--- src/rtl/aar_pkg.sv ---
// ----------------------------------------------------------------------------
// aar_pkg
// Shared types and constants of the axis-angle to rotation matrix unit.
// ----------------------------------------------------------------------------
`default_nettype none

package aar_pkg;

  // Number of CORDIC cells and datapath widths
  localparam int STEPS = 24;
  localparam int CW    = 33;   // x/y width, Q2.30 plus headroom
  localparam int ZW    = 32;   // residual angle width

  // Gain-compensated 1.0 in Q2.30
  localparam logic signed [CW-1:0] X_INIT = 33'sd652032874;

  // One input item
  typedef struct packed {
    logic signed [23:0] angle_deg;
    logic signed [15:0] axis_x;
    logic signed [15:0] axis_y;
    logic signed [15:0] axis_z;
  } in_item_t;

  // One result item
  typedef struct packed {
    logic signed [15:0] m00;
    logic signed [15:0] m01;
    logic signed [15:0] m02;
    logic signed [15:0] m10;
    logic signed [15:0] m11;
    logic signed [15:0] m12;
    logic signed [15:0] m20;
    logic signed [15:0] m21;
    logic signed [15:0] m22;
  } out_item_t;

  // Rotation axis carried alongside the CORDIC chain
  typedef struct packed {
    logic signed [15:0] x;
    logic signed [15:0] y;
    logic signed [15:0] z;
  } axis_t;

  // Word handed from cell to cell
  typedef struct packed {
    logic                 valid;
    logic [1:0]           quad;
    axis_t                axis;
    logic signed [CW-1:0] x;
    logic signed [CW-1:0] y;
    logic signed [ZW-1:0] z;
  } cordic_t;

  // Arctangent of 2^-idx as a 32-bit binary angle
  function automatic logic signed [ZW-1:0] atan_val(input int idx);
    logic signed [ZW-1:0] a;
    case (idx)
      0:       a = 32'sd536870912;
      1:       a = 32'sd316933406;
      2:       a = 32'sd167458907;
      3:       a = 32'sd85004756;
      4:       a = 32'sd42667331;
      5:       a = 32'sd21354465;
      6:       a = 32'sd10679838;
      7:       a = 32'sd5340245;
      8:       a = 32'sd2670163;
      9:       a = 32'sd1335087;
      10:      a = 32'sd667544;
      11:      a = 32'sd333772;
      12:      a = 32'sd166886;
      13:      a = 32'sd83443;
      14:      a = 32'sd41722;
      15:      a = 32'sd20861;
      16:      a = 32'sd10430;
      17:      a = 32'sd5215;
      18:      a = 32'sd2608;
      19:      a = 32'sd1304;
      20:      a = 32'sd652;
      21:      a = 32'sd326;
      22:      a = 32'sd163;
      23:      a = 32'sd81;
      default: a = '0;
    endcase
    return a;
  endfunction

endpackage

`default_nettype wire

--- src/rtl/aar_cordic_cell.sv ---
// ----------------------------------------------------------------------------
// aar_cordic_cell
// One CORDIC rotation step in rotation mode, registered.
// ----------------------------------------------------------------------------
`default_nettype none

module aar_cordic_cell #(
  parameter int STEP = 0
) (
  input  logic             clk,
  input  logic             rst,
  input  logic             adv,
  input  aar_pkg::cordic_t din,
  output aar_pkg::cordic_t dout
);
  import aar_pkg::*;

  localparam logic signed [ZW-1:0] ANGLE = atan_val(STEP);

  logic                 vld;
  cordic_t              dat;
  cordic_t              nxt;
  logic signed [CW-1:0] xs;
  logic signed [CW-1:0] ys;

  assign xs = din.x >>> STEP;
  assign ys = din.y >>> STEP;

  // Rotate toward zero residual
  always_comb begin
    nxt = din;
    if (!din.z[ZW-1]) begin
      nxt.x = din.x - ys;
      nxt.y = din.y + xs;
      nxt.z = din.z - ANGLE;
    end else begin
      nxt.x = din.x + ys;
      nxt.y = din.y - xs;
      nxt.z = din.z + ANGLE;
    end
  end

  always_ff @(posedge clk) begin
    if (rst) begin
      vld <= 1'b0;
    end else if (adv) begin
      vld <= din.valid;
    end
  end

  always_ff @(posedge clk) begin
    if (adv) begin
      dat <= nxt;
    end
  end

  always_comb begin
    dout       = dat;
    dout.valid = vld;
  end

endmodule

`default_nettype wire

--- config.mk ---
export PLATFORM = sky130hd
export DESIGN_NAME = aar_cordic_cell
export DESIGN_NICKNAME = d
export VERILOG_FILES = /design/src/rtl/aar_pkg.sv /design/src/rtl/aar_cordic_cell.sv
export SDC_FILE = /design/constraint.sdc
export NUM_CORES = 1
export LEC_CHECK = 0
export BUFFER_PORTS_ARGS = -buffer_cell sky130_fd_sc_hd__buf_4
export CORE_MARGIN = 2
export CORE_UTILIZATION = 47
export CTS_CLUSTER_SIZE = 20
export DETAILED_ROUTE_END_ITERATION = 12
export MAX_ROUTING_LAYER = met4
export PLACE_DENSITY_LB_ADDON = 0.05
export SYNTH_ARGS = -nofsm -noshare
export SYNTH_HDL_FRONTEND = slang
export SYNTH_SLANG_ARGS = --single-unit
--- constraint.sdc ---
create_clock -name clk -period 4.7 [get_ports clk]
set_input_delay 0.94 -clock clk [delete_from_list [all_inputs] [get_ports clk]]
set_output_delay 0.94 -clock clk [all_outputs]
set_load 0.02 [all_outputs]
Word level (Yosys, flattened, before mapping)
Index checks and enable logic that the tools add are counted.
Cells by class
  add/sub/neg operators: 5
  muxes and demuxes: 1
Operators with widths (number)
  two-way mux 98 bit: 1
  subtractor 33 bit: 2
  adder 33 bit: 1
  adder 32 x 31 -> 32 bit (second input constant): 1
  subtractor 32 x 31 -> 32 bit (second input constant): 1
Storage, ports and cells
  bits in registers: 149
  output and inout bits: 149
  word-level logic and storage cells: 14

Depth between registers and ports, before layout
Gate-level depths: netlist of the first run.
  depth after elaboration: 2
  gate-level depth with buffers: 12

Least setup slack after synthesis of the first run
Ideal clock, no wire load.
  path kind: input-to-reg
  start: input port din[42] (netlist bit)
  end: register dat (netlist bit dout[64]), data pin
  arrival time: 3523 ps
  data required time: 4436 ps
  slack: 913 ps
  stages on the path: 12
  path buffers: 1
  path through: inv_1 ha_1 buf_6 or3_4 a2111oi_2 a21bo_2 a31oi_4 a41o_2 a21oi_2 or4_1 o311ai_2 xnor2_1
RTL lines
  start: declaration: RTL line aar_cordic_cell.sv:13  | input aar_pkg::cordic_t din,
  end signal: assignment: RTL line aar_cordic_cell.sv:53  | dat <= nxt;
  end: declaration: RTL line aar_cordic_cell.sv:21  | cordic_t dat;

==> flow_summary.ini, run 1 <==
[power_and_ir_drop]
total_power_uw = 4530
power-per-cell-area_nw_per_um2 = 344
p_leak_uw = 0.00588
peakVddDrop_uv = 227

[yosys]
synthesis.nets = 1270
yosysMostFrequentCell = edfxtp_1
synth_enable_flop_cells = 147
postSynth.asyncResetShare = 0
synth_area_leader_cell = edfxtp_1
syn_area_per_cell_sq_um = 9.87
ys_warn_count = 0
synth_cells = 1018
yosys-top-cells-count = 147 x edfxtp_1, 114 x a21oi_1, 105 x inv_1, 96 x ha_1, 80 x nor2_1
ys_seq_elements = 148
netlist.area_leader.share = 0.439
synth_area_leaders = edfxtp_1 44%, ha_1 12%, a21oi_1 5.7%, xnor2_1 4.7%, inv_1 3.9%
netlist_area_sq_um = 10000
synth_flop_cell = edfxtp_1
synth.yosys.seq_area_share = 0.441
synth_cell_types = 68

[timing]
rsz0062_at_grt = no
setup_viol = 0
tns_ns = 0
fin_crit_sh = 0.797
worst_pin_slew_ns = 0.955
final_max_slew_viol_count = 0
final.min_clock_period_ns = 3.74
hold_violations = 0
maxSlewHeadroom = 0.363
fin_ws_ns = 0.955
clock.fmax_ghz = 0.267
finClkSkew_ns = 0

[critical_path]
worst_path_largest_cell_delay_ns = 0.43
slowest_stage = or3_4
critPathKind = in2reg
critPathMaxFanout = 9
required_ns = 4.86
rr_worst_depth = 2
cp-start-kind = input pin
worst_setup_path_end_kind = flop
crit_path_cell_trace = buf_4, inv_1, ha_1, or3_4, a2111oi_2, a21bo_2, a31oi_4, a41o_2, a21oi_2, or4_1, o311ai_2, xnor2_1
cp.arrival_ns = 3.90

[worst_hold_path]
hold_class = reg2reg
holdPathStages = 2

[global_route]
grt_max_degree = 101
grt_pass1_vias = 8310
grt_pass1_wl_microns = 48100
antenna_found_initial = 0
grtUsageTotal = 0.290
globalRouteOverflowTotal = 0

[route]
vias = 8859
drtIter0Drc = 618
vias_per_cell = 5.56
route.detailed.drc = 0
drt_pass1_iterations = 5
drt-wirelength-per-cell_microns = 20.3
drtAntennaViolNets = 0
totalWireLength_microns = 32300

[die]
die_x_microns = 150
core.rowCount = 53
io_pins = 301
initial_core_util = 0.478
coreArea_sq_um = 21000
die_area_sq_um = 22600
die_h_microns = 150

[run]
cap_violations = 0

[clocking]
cts_tree = built
h-tree-depth = 4
insertion_delay_ns = 0.42
root_buffer = clkbuf_16
postCtsResizedCells = 0
post_cts_buffers = 0
cts.sinks = 148
cts_made_buffers = 17
clk_pin_slew_worst_paths_ns = 0.07
cts_hold_buf = 0
ctsLongestPathBuffers = 2

[place]
dp_hpwl_microns = 25500
dpl_cell_area_sq_um = 12600
place_ws_ns = 0.547
dp_cells = 1561
place_congestion = 0.982
portBuffers = 300

[cells_and_area]
final_layout_size_suffix_gt1_frac = 0.276
fin_cells = 1592
layout.nets = 1557
area_delta_synth_final_pct = 31.0
final_area_sq_um = 13200
diodes = 0
fillers = 1808

[run_status]
status = finished, final reports clean
## final timing paths
path                                        from            endpoint  slack [ns]
worst max-delay path                     din[42]  dout[64]$_DFFE_PP_        0.96
worst min-delay path            vld$_SDFFE_PP0P_    vld$_SDFFE_PP0P_        0.53
worst max register to register  vld$_SDFFE_PP0P_    vld$_SDFFE_PP0P_        4.09
worst min register to register  vld$_SDFFE_PP0P_    vld$_SDFFE_PP0P_        0.53
## cells by family after synthesis
group                      synth area share
muxes                                0.0139
AOI/OAI and AO/OA                     0.191
buffers and inverters                0.0579
DFF                                   0.441
and+or+nand+nor                       0.114
adders and majority gates             0.128
xor gates and xnor gates             0.0549
## where the power goes
group | internal [uW] | total [uW] | switching, uW
clock | 797 | 1410 | 610
combinational | 570 | 1420 | 847
sequential | 1660 | 1710 | 49.3
total | 3020 | 4530 | 1510
## area by class of cell
| type | count | area, sq um | share of cell area |
|---|---|---|---|
| Tap cell | 275 | 344 | 0.0262 |
| Sequential cell | 148 | 4430 | 0.337 |
| Inverter | 105 | 394 | 0.0300 |
| Multi-Input combinational cell | 719 | 5030 | 0.382 |
| Clock buffer | 17 | 425 | 0.0323 |
| Clock inverter | 14 | 168 | 0.0127 |
| Timing Repair Buffer | 314 | 2360 | 0.179 |
## state kept, by name, indices dropped and copies added, names as in the netlist
register	count
dout	147
vld	1
## stage by stage
| step | utilization | hold slack, ns |
|---|---|---|
| final | 0.626 | 0.535 |
| after global routing | 0.626 | 0.557 |
| after CTS | 0.626 | 0.537 |
| after detailed placement | 0.598 | 0.521 |
| after global placement | 0.598 | 0.477 |
| after floorplan | - | 0.462 |
## layer usage
| metal | share of wire | vias to the layer above | global-route usage |
|---|---|---|---|
| li1 | - | 4222 | - |
| met1 | 0.41 | 4174 | 0.373 |
| met2 | 0.48 | 404 | 0.468 |
| met3 | 0.075 | 59 | 0.0418 |
| met4 | 0.031 | 0 | 0.105 |
| met5 | 0 | - | - |
## critical path: cells and delay by family
kind                       cells  cell delay [ns]
buffers and inverters          2             0.14
AOI/OAI and AO/OA              6             1.46
xor gates and xnor gates       1             0.09
and+or+nand+nor                2             0.85
adders and majority gates      1             0.41
## placed cells by master, fill, tap and decap left out, drive strengths merged, types with 6 or more instances in the layout
cell	count
a21o	19
nand2b	13
nand4	11
clkbuf	17
a21oi	115
inv	111
nor2b	7
o21ai	66
edfxtp	147
a211oi	8
and2	8
o31a	6
mux2i	14
or3	8
nand2	54
o21bai	9
nand3	21
ha	96
nor2	80
xor2	9
o31ai	11
a31oi	8
nor4	10
o211ai	8
nor3	11
xnor2	54
or2	6
buf	314
Power figures use the tool's default switching activity.
==> inputs of run 2 (changes only) <==
==> constraint.sdc (replaced) <==
create_clock -name clk -period 3.4 [get_ports clk]
set_input_delay 0.68 -clock clk [delete_from_list [all_inputs] [get_ports clk]]
set_output_delay 0.68 -clock clk [all_outputs]
set_load 0.02 [all_outputs]
==> flow_summary.ini, run 2 (synthesis gave the netlist of run 1 again) <==
[die]
coreArea_sq_um = 21000
io_pins = 301
die_x_microns = 150
initial_core_util = 0.478
die_h_microns = 150
core.rowCount = 53
die_area_sq_um = 22600

[route]
drt-wirelength-per-cell_microns = 19.2
totalWireLength_microns = 33500
drt_pass1_iterations = 5
route.detailed.drc = 0
vias_per_cell = 5.36
drtAntennaViolNets = 0
drtIter0Drc = 961
vias = 9348

[timing]
maxSlewHeadroom = 0.603
fin_crit_sh = 0.962
setup_viol = 0
worst_hold_slack_ns = 0.396
hold_violations = 0
clock.fmax_ghz = 0.306
final_max_slew_viol_count = 0
finClkSkew_ns = 0
final.min_clock_period_ns = 3.27
worst_pin_slew_ns = 0.596
rsz0062_at_grt = no

[critical_path]
slowest_stage = or4_1
crit_path_cell_trace = buf_4, ha_1, or3_4, a2111oi_2, a21bo_2, a31oi_4, a41o_2, a21oi_4, or4_1, o311ai_2, xnor2_1
worst_path_largest_cell_delay_ns = 0.48
worst_setup_path_end_kind = flop
cp.arrival_ns = 3.43
critPathMaxFanout = 2
required_ns = 3.56
cp-start-kind = input pin
critPathKind = in2reg

[power_and_ir_drop]
p_leak_uw = 0.00660
peakVddDrop_uv = 361
power-per-cell-area_nw_per_um2 = 452
total_power_uw = 6490

[clocking]
postCtsResizedCells = 0
h-tree-depth = 4
insertion_delay_ns = 0.43
cts_hold_buf = 0
clk_pin_slew_worst_paths_ns = 0.06
cts_tree = built
post_cts_buffers = 0
cts.sinks = 148
root_buffer = clkbuf_16
ctsLongestPathBuffers = 2
cts_made_buffers = 17

[place]
dp_hpwl_microns = 27000
portBuffers = 300
place_congestion = 0.969

[global_route]
use_met2 = 0.493
grt_pass1_wl_microns = 49600
globalRouteOverflowTotal = 0
met1_usage = 0.371
antenna_found_initial = 1
grt_pass1_vias = 8764
grt-busiest-layer = met2
grt.met3_usage = 0.0473
grtUsageTotal = 0.298
grt_max_degree = 54

[cells_and_area]
finish.utilization = 0.683
area_delta_synth_final_pct = 42.8
final_layout_size_suffix_gt1_frac = 0.353
layout_commonest_cell = buf_4
layout_common_cells = 462 x buf_4, 147 x edfxtp_1, 114 x a21oi_1, 104 x inv_1, 93 x ha_1
largest_reg_flops = 147
fillers = 1724
layout.nets = 1707

[worst_hold_path]
hold_class = in2reg

[run]
cap_violations = 0

[run_status]
status = finished, final reports clean
-- run 2: area by class of cell --
cell class | instances | area (sq um) | area share
tap | 275 | 344 | 0.0240
sequential | 148 | 4430 | 0.309
clock buffer | 17 | 425 | 0.0296
inverter | 105 | 399 | 0.0278
multi-input combinational | 719 | 5080 | 0.354
antenna | 1 | 2.50 | 0.000174
clock inverter | 14 | 165 | 0.0115
timing repair buffer | 464 | 3500 | 0.244
-- run 2: path summary, 6_finish.rpt --
check,start,end,slack (ns),depth (start not counted)
max,din[74],dout[64]$_DFFE_PP_,0.13,11
min,rst,vld$_SDFFE_PP0P_,0.40,2
max reg2reg,vld$_SDFFE_PP0P_,vld$_SDFFE_PP0P_,2.82,2
min reg2reg,vld$_SDFFE_PP0P_,vld$_SDFFE_PP0P_,0.51,2
-- run 2: metal layers --
metal  part of all wire  up-vias
li1                   -     4522
met1               0.42     4397
met4              0.028        0
met3              0.063       51
met5                  0        -
met2               0.49      378
-- run 2: power breakdown --
part	switching, uW	internal (uW)	total [uW]
combinational	1230	969	2200
clock	837	1100	1940
sequential	69.5	2290	2360
-- run 2: worst max-delay path: cells and delay by family --
family                   cells  cell delay (ns)
AND/OR/NAND/NOR              2             0.88
buffers and inverters        1             0.11
XOR/XNOR                     1             0.11
adder cells (fa/ha/maj)      1             0.30
AO/OA/AOI/OAI                6             1.35
-- run 2: through the flow --
stage	worst slack, ns	setup TNS, ns	cell area (sq um)	instances
after floorplan	-0.0261	-0.0261	10100	1018
after global placement	-0.275	-3.44	13800	1711
after detailed placement	-0.306	-3.44	13800	1711
after CTS	0.148	0	14300	1742
after global routing	0.0173	0	14400	1743
final	0.130	0	14400	1743
==> inputs of run 3 (changes only) <==
--- a/config.mk
+++ b/config.mk
@@ -5,11 +5,13 @@
 export SDC_FILE = /design/constraint.sdc
 export NUM_CORES = 1
 export LEC_CHECK = 0
+export ABC_AREA = 1
 export BUFFER_PORTS_ARGS = -buffer_cell sky130_fd_sc_hd__buf_4
 export CORE_MARGIN = 2
 export CORE_UTILIZATION = 47
 export CTS_CLUSTER_SIZE = 20
 export DETAILED_ROUTE_END_ITERATION = 12
+export GPL_ROUTABILITY_DRIVEN = 0
 export MAX_ROUTING_LAYER = met4
 export PLACE_DENSITY_LB_ADDON = 0.05
 export SYNTH_ARGS = -nofsm -noshare
==> flow_summary.ini, run 3 <==
[timing]
rsz0062_at_grt = no
fin_ws_ns = 0.835
maxSlewHeadroom = 0.511
setup_viol = 0
final.min_clock_period_ns = 2.57
tns_ns = 0
hold_violations = 0
worst_pin_slew_ns = 0.733
fin_crit_sh = 0.754
final_max_slew_viol_count = 0
finClkSkew_ns = 0
clock.fmax_ghz = 0.390

[power_and_ir_drop]
peakVddDrop_uv = 309
p_leak_uw = 0.00825
total_power_uw = 6560
power-per-cell-area_nw_per_um2 = 428

[clocking]
root_buffer = clkbuf_16
cts_tree = built
insertion_delay_ns = 0.42
ctsLongestPathBuffers = 2
cts_made_buffers = 17
clk_pin_slew_worst_paths_ns = 0.07
postCtsResizedCells = 0
h-tree-depth = 4
post_cts_buffers = 0
cts_hold_buf = 0
cts.sinks = 148

[critical_path]
slowest_stage = ha_1
critPathMaxFanout = 9
cp-start-kind = input pin
required_ns = 3.58
timing.critical_path.mode_cell = nand2_1
cp.arrival_ns = 2.74
critPathKind = in2reg
worst_setup_path_end_kind = flop
crit_path_cell_trace = buf_4, inv_1, ha_1, nand2_1, nor2_2, inv_2, nor3_2, nand2_1, nand2_1, nand2_1, nand2_1, nand2_1, nand3_1, nand2_1
worst_path_largest_cell_delay_ns = 0.52

[cells_and_area]
layout.nets = 2294
layout_common_cells = 636 x nand2_1, 337 x inv_1, 303 x buf_4, 159 x nand3_1, 147 x edfxtp_1
fin_cells = 2390
multi_input_area_sq_um = 6230
area_delta_synth_final_pct = 25.4
fillers = 2466
ff_latch_area_sq_um = 4430
final_layout_size_suffix_gt1_frac = 0.187
largest_reg_flops = 147
layout_commonest_cell = nand2_1

[global_route]
antenna_found_initial = 1
globalRouteOverflowTotal = 0
grtUsageTotal = 0.306
grt_pass1_wl_microns = 61000
grt_pass1_vias = 10945
grt_max_degree = 83

[yosys]
synth.yosys.seq_area_share = 0.363
yosys-top-cells-count = 636 x nand2_1, 337 x inv_1, 159 x nand3_1, 147 x edfxtp_1, 102 x nor2_1
synth_cells = 1763
synth_flop_cell = edfxtp_1
synth_area_leaders = edfxtp_1 36%, nand2_1 20%, inv_1 10%, ha_1 9.8%, nand3_1 6.5%
netlist.area_leader.share = 0.361
ys_warn_count = 0
ys_seq_elements = 148
synth_cell_types = 33
synthesis.nets = 2015
syn_area_per_cell_sq_um = 6.94
netlist_area_sq_um = 12200
yosysMostFrequentCell = nand2_1
postSynth.asyncResetShare = 0
synth_enable_flop_cells = 147
synth_area_leader_cell = edfxtp_1

[place]
dp_cells = 2358
dp_hpwl_microns = 34500
place_ws_ns = 0.493
portBuffers = 300

[die]
core.rowCount = 59
die_area_sq_um = 27300
die_x_microns = 165
coreArea_sq_um = 25800
initial_core_util = 0.475
die_h_microns = 165
io_pins = 301

[route]
vias = 12401
route.detailed.drc = 0
drt-wirelength-per-cell_microns = 17.5
totalWireLength_microns = 41800
drtIter0Drc = 1502
drtAntennaViolNets = 0
vias_per_cell = 5.19
drt_pass1_iterations = 6

[run_status]
status = finished, final reports clean

[worst_hold_path]
hold_class = in2reg

[run]
cap_violations = 0
run 3: report_power, final:
group,total (uW),internal (uW),switching (uW)
combinational,2200,757,1450
sequential,2320,2250,70.3
clock,2030,1240,793
total,6560,4250,2310
run 3: kinds of logic after synthesis:
logic type               Yosys count  share of synthesized area
flip-flops                       148                      0.363
multiplexers                       1                   0.000819
XOR/XNOR                          24                     0.0172
AO/OA/AOI/OAI                    138                     0.0612
AND/OR/NAND/NOR                  958                      0.325
buffers and inverters            394                      0.128
adder cells (fa/ha/maj)          100                      0.105
run 3: worst max-delay path, delay by kind of cell:
kind | cells | cell delay [ns]
buf+inv | 3 | 0.21
simple gates | 10 | 1.34
fa+ha+maj | 1 | 0.52
run 3: area by class of cell:
class,instances,area share
diodes,1,0.000163
inverters,349,0.0855
well taps,335,0.0273
flip-flops and latches,148,0.289
clock buffers,18,0.0280
repair buffers,305,0.150
clock inverters,13,0.0131
multi-input cells,1221,0.406
run 3: worst paths after layout:
| path | from | to | slack [ns] | depth (start not counted) |
|---|---|---|---|---|
| setup / recovery | din[39] | dout[51]$_DFFE_PP_ | 0.83 | 14 |
| hold reg to reg | vld$_SDFFE_PP0P_ | vld$_SDFFE_PP0P_ | 0.51 | 2 |
| hold / removal | rst | vld$_SDFFE_PP0P_ | 0.40 | 2 |
| setup reg to reg | vld$_SDFFE_PP0P_ | vld$_SDFFE_PP0P_ | 2.81 | 2 |
run 3: per-layer routing:
layer | vias up | track usage | wire length [microns]
met4 | 0 | 0.102 | 1090
met2 | 686 | 0.470 | 18500
met5 | - | - | 0
met3 | 68 | 0.0470 | 4610
met1 | 5609 | 0.416 | 17600
li1 | 6038 | - | -
run 3: per-stage QoR:
| stage | hold WS [ns] | utilization | cell area, sq um |
|---|---|---|---|
| 6_report | 0.404 | 0.595 | 15300 |
| 3_5_place_dp | 0.503 | 0.570 | 14700 |
| 4_1_cts | 0.388 | 0.595 | 15300 |
| 2_1_floorplan | 0.462 | - | 12200 |
| 5_1_grt | 0.393 | 0.595 | 15300 |
| 3_3_place_gp | 0.486 | 0.570 | 14700 |
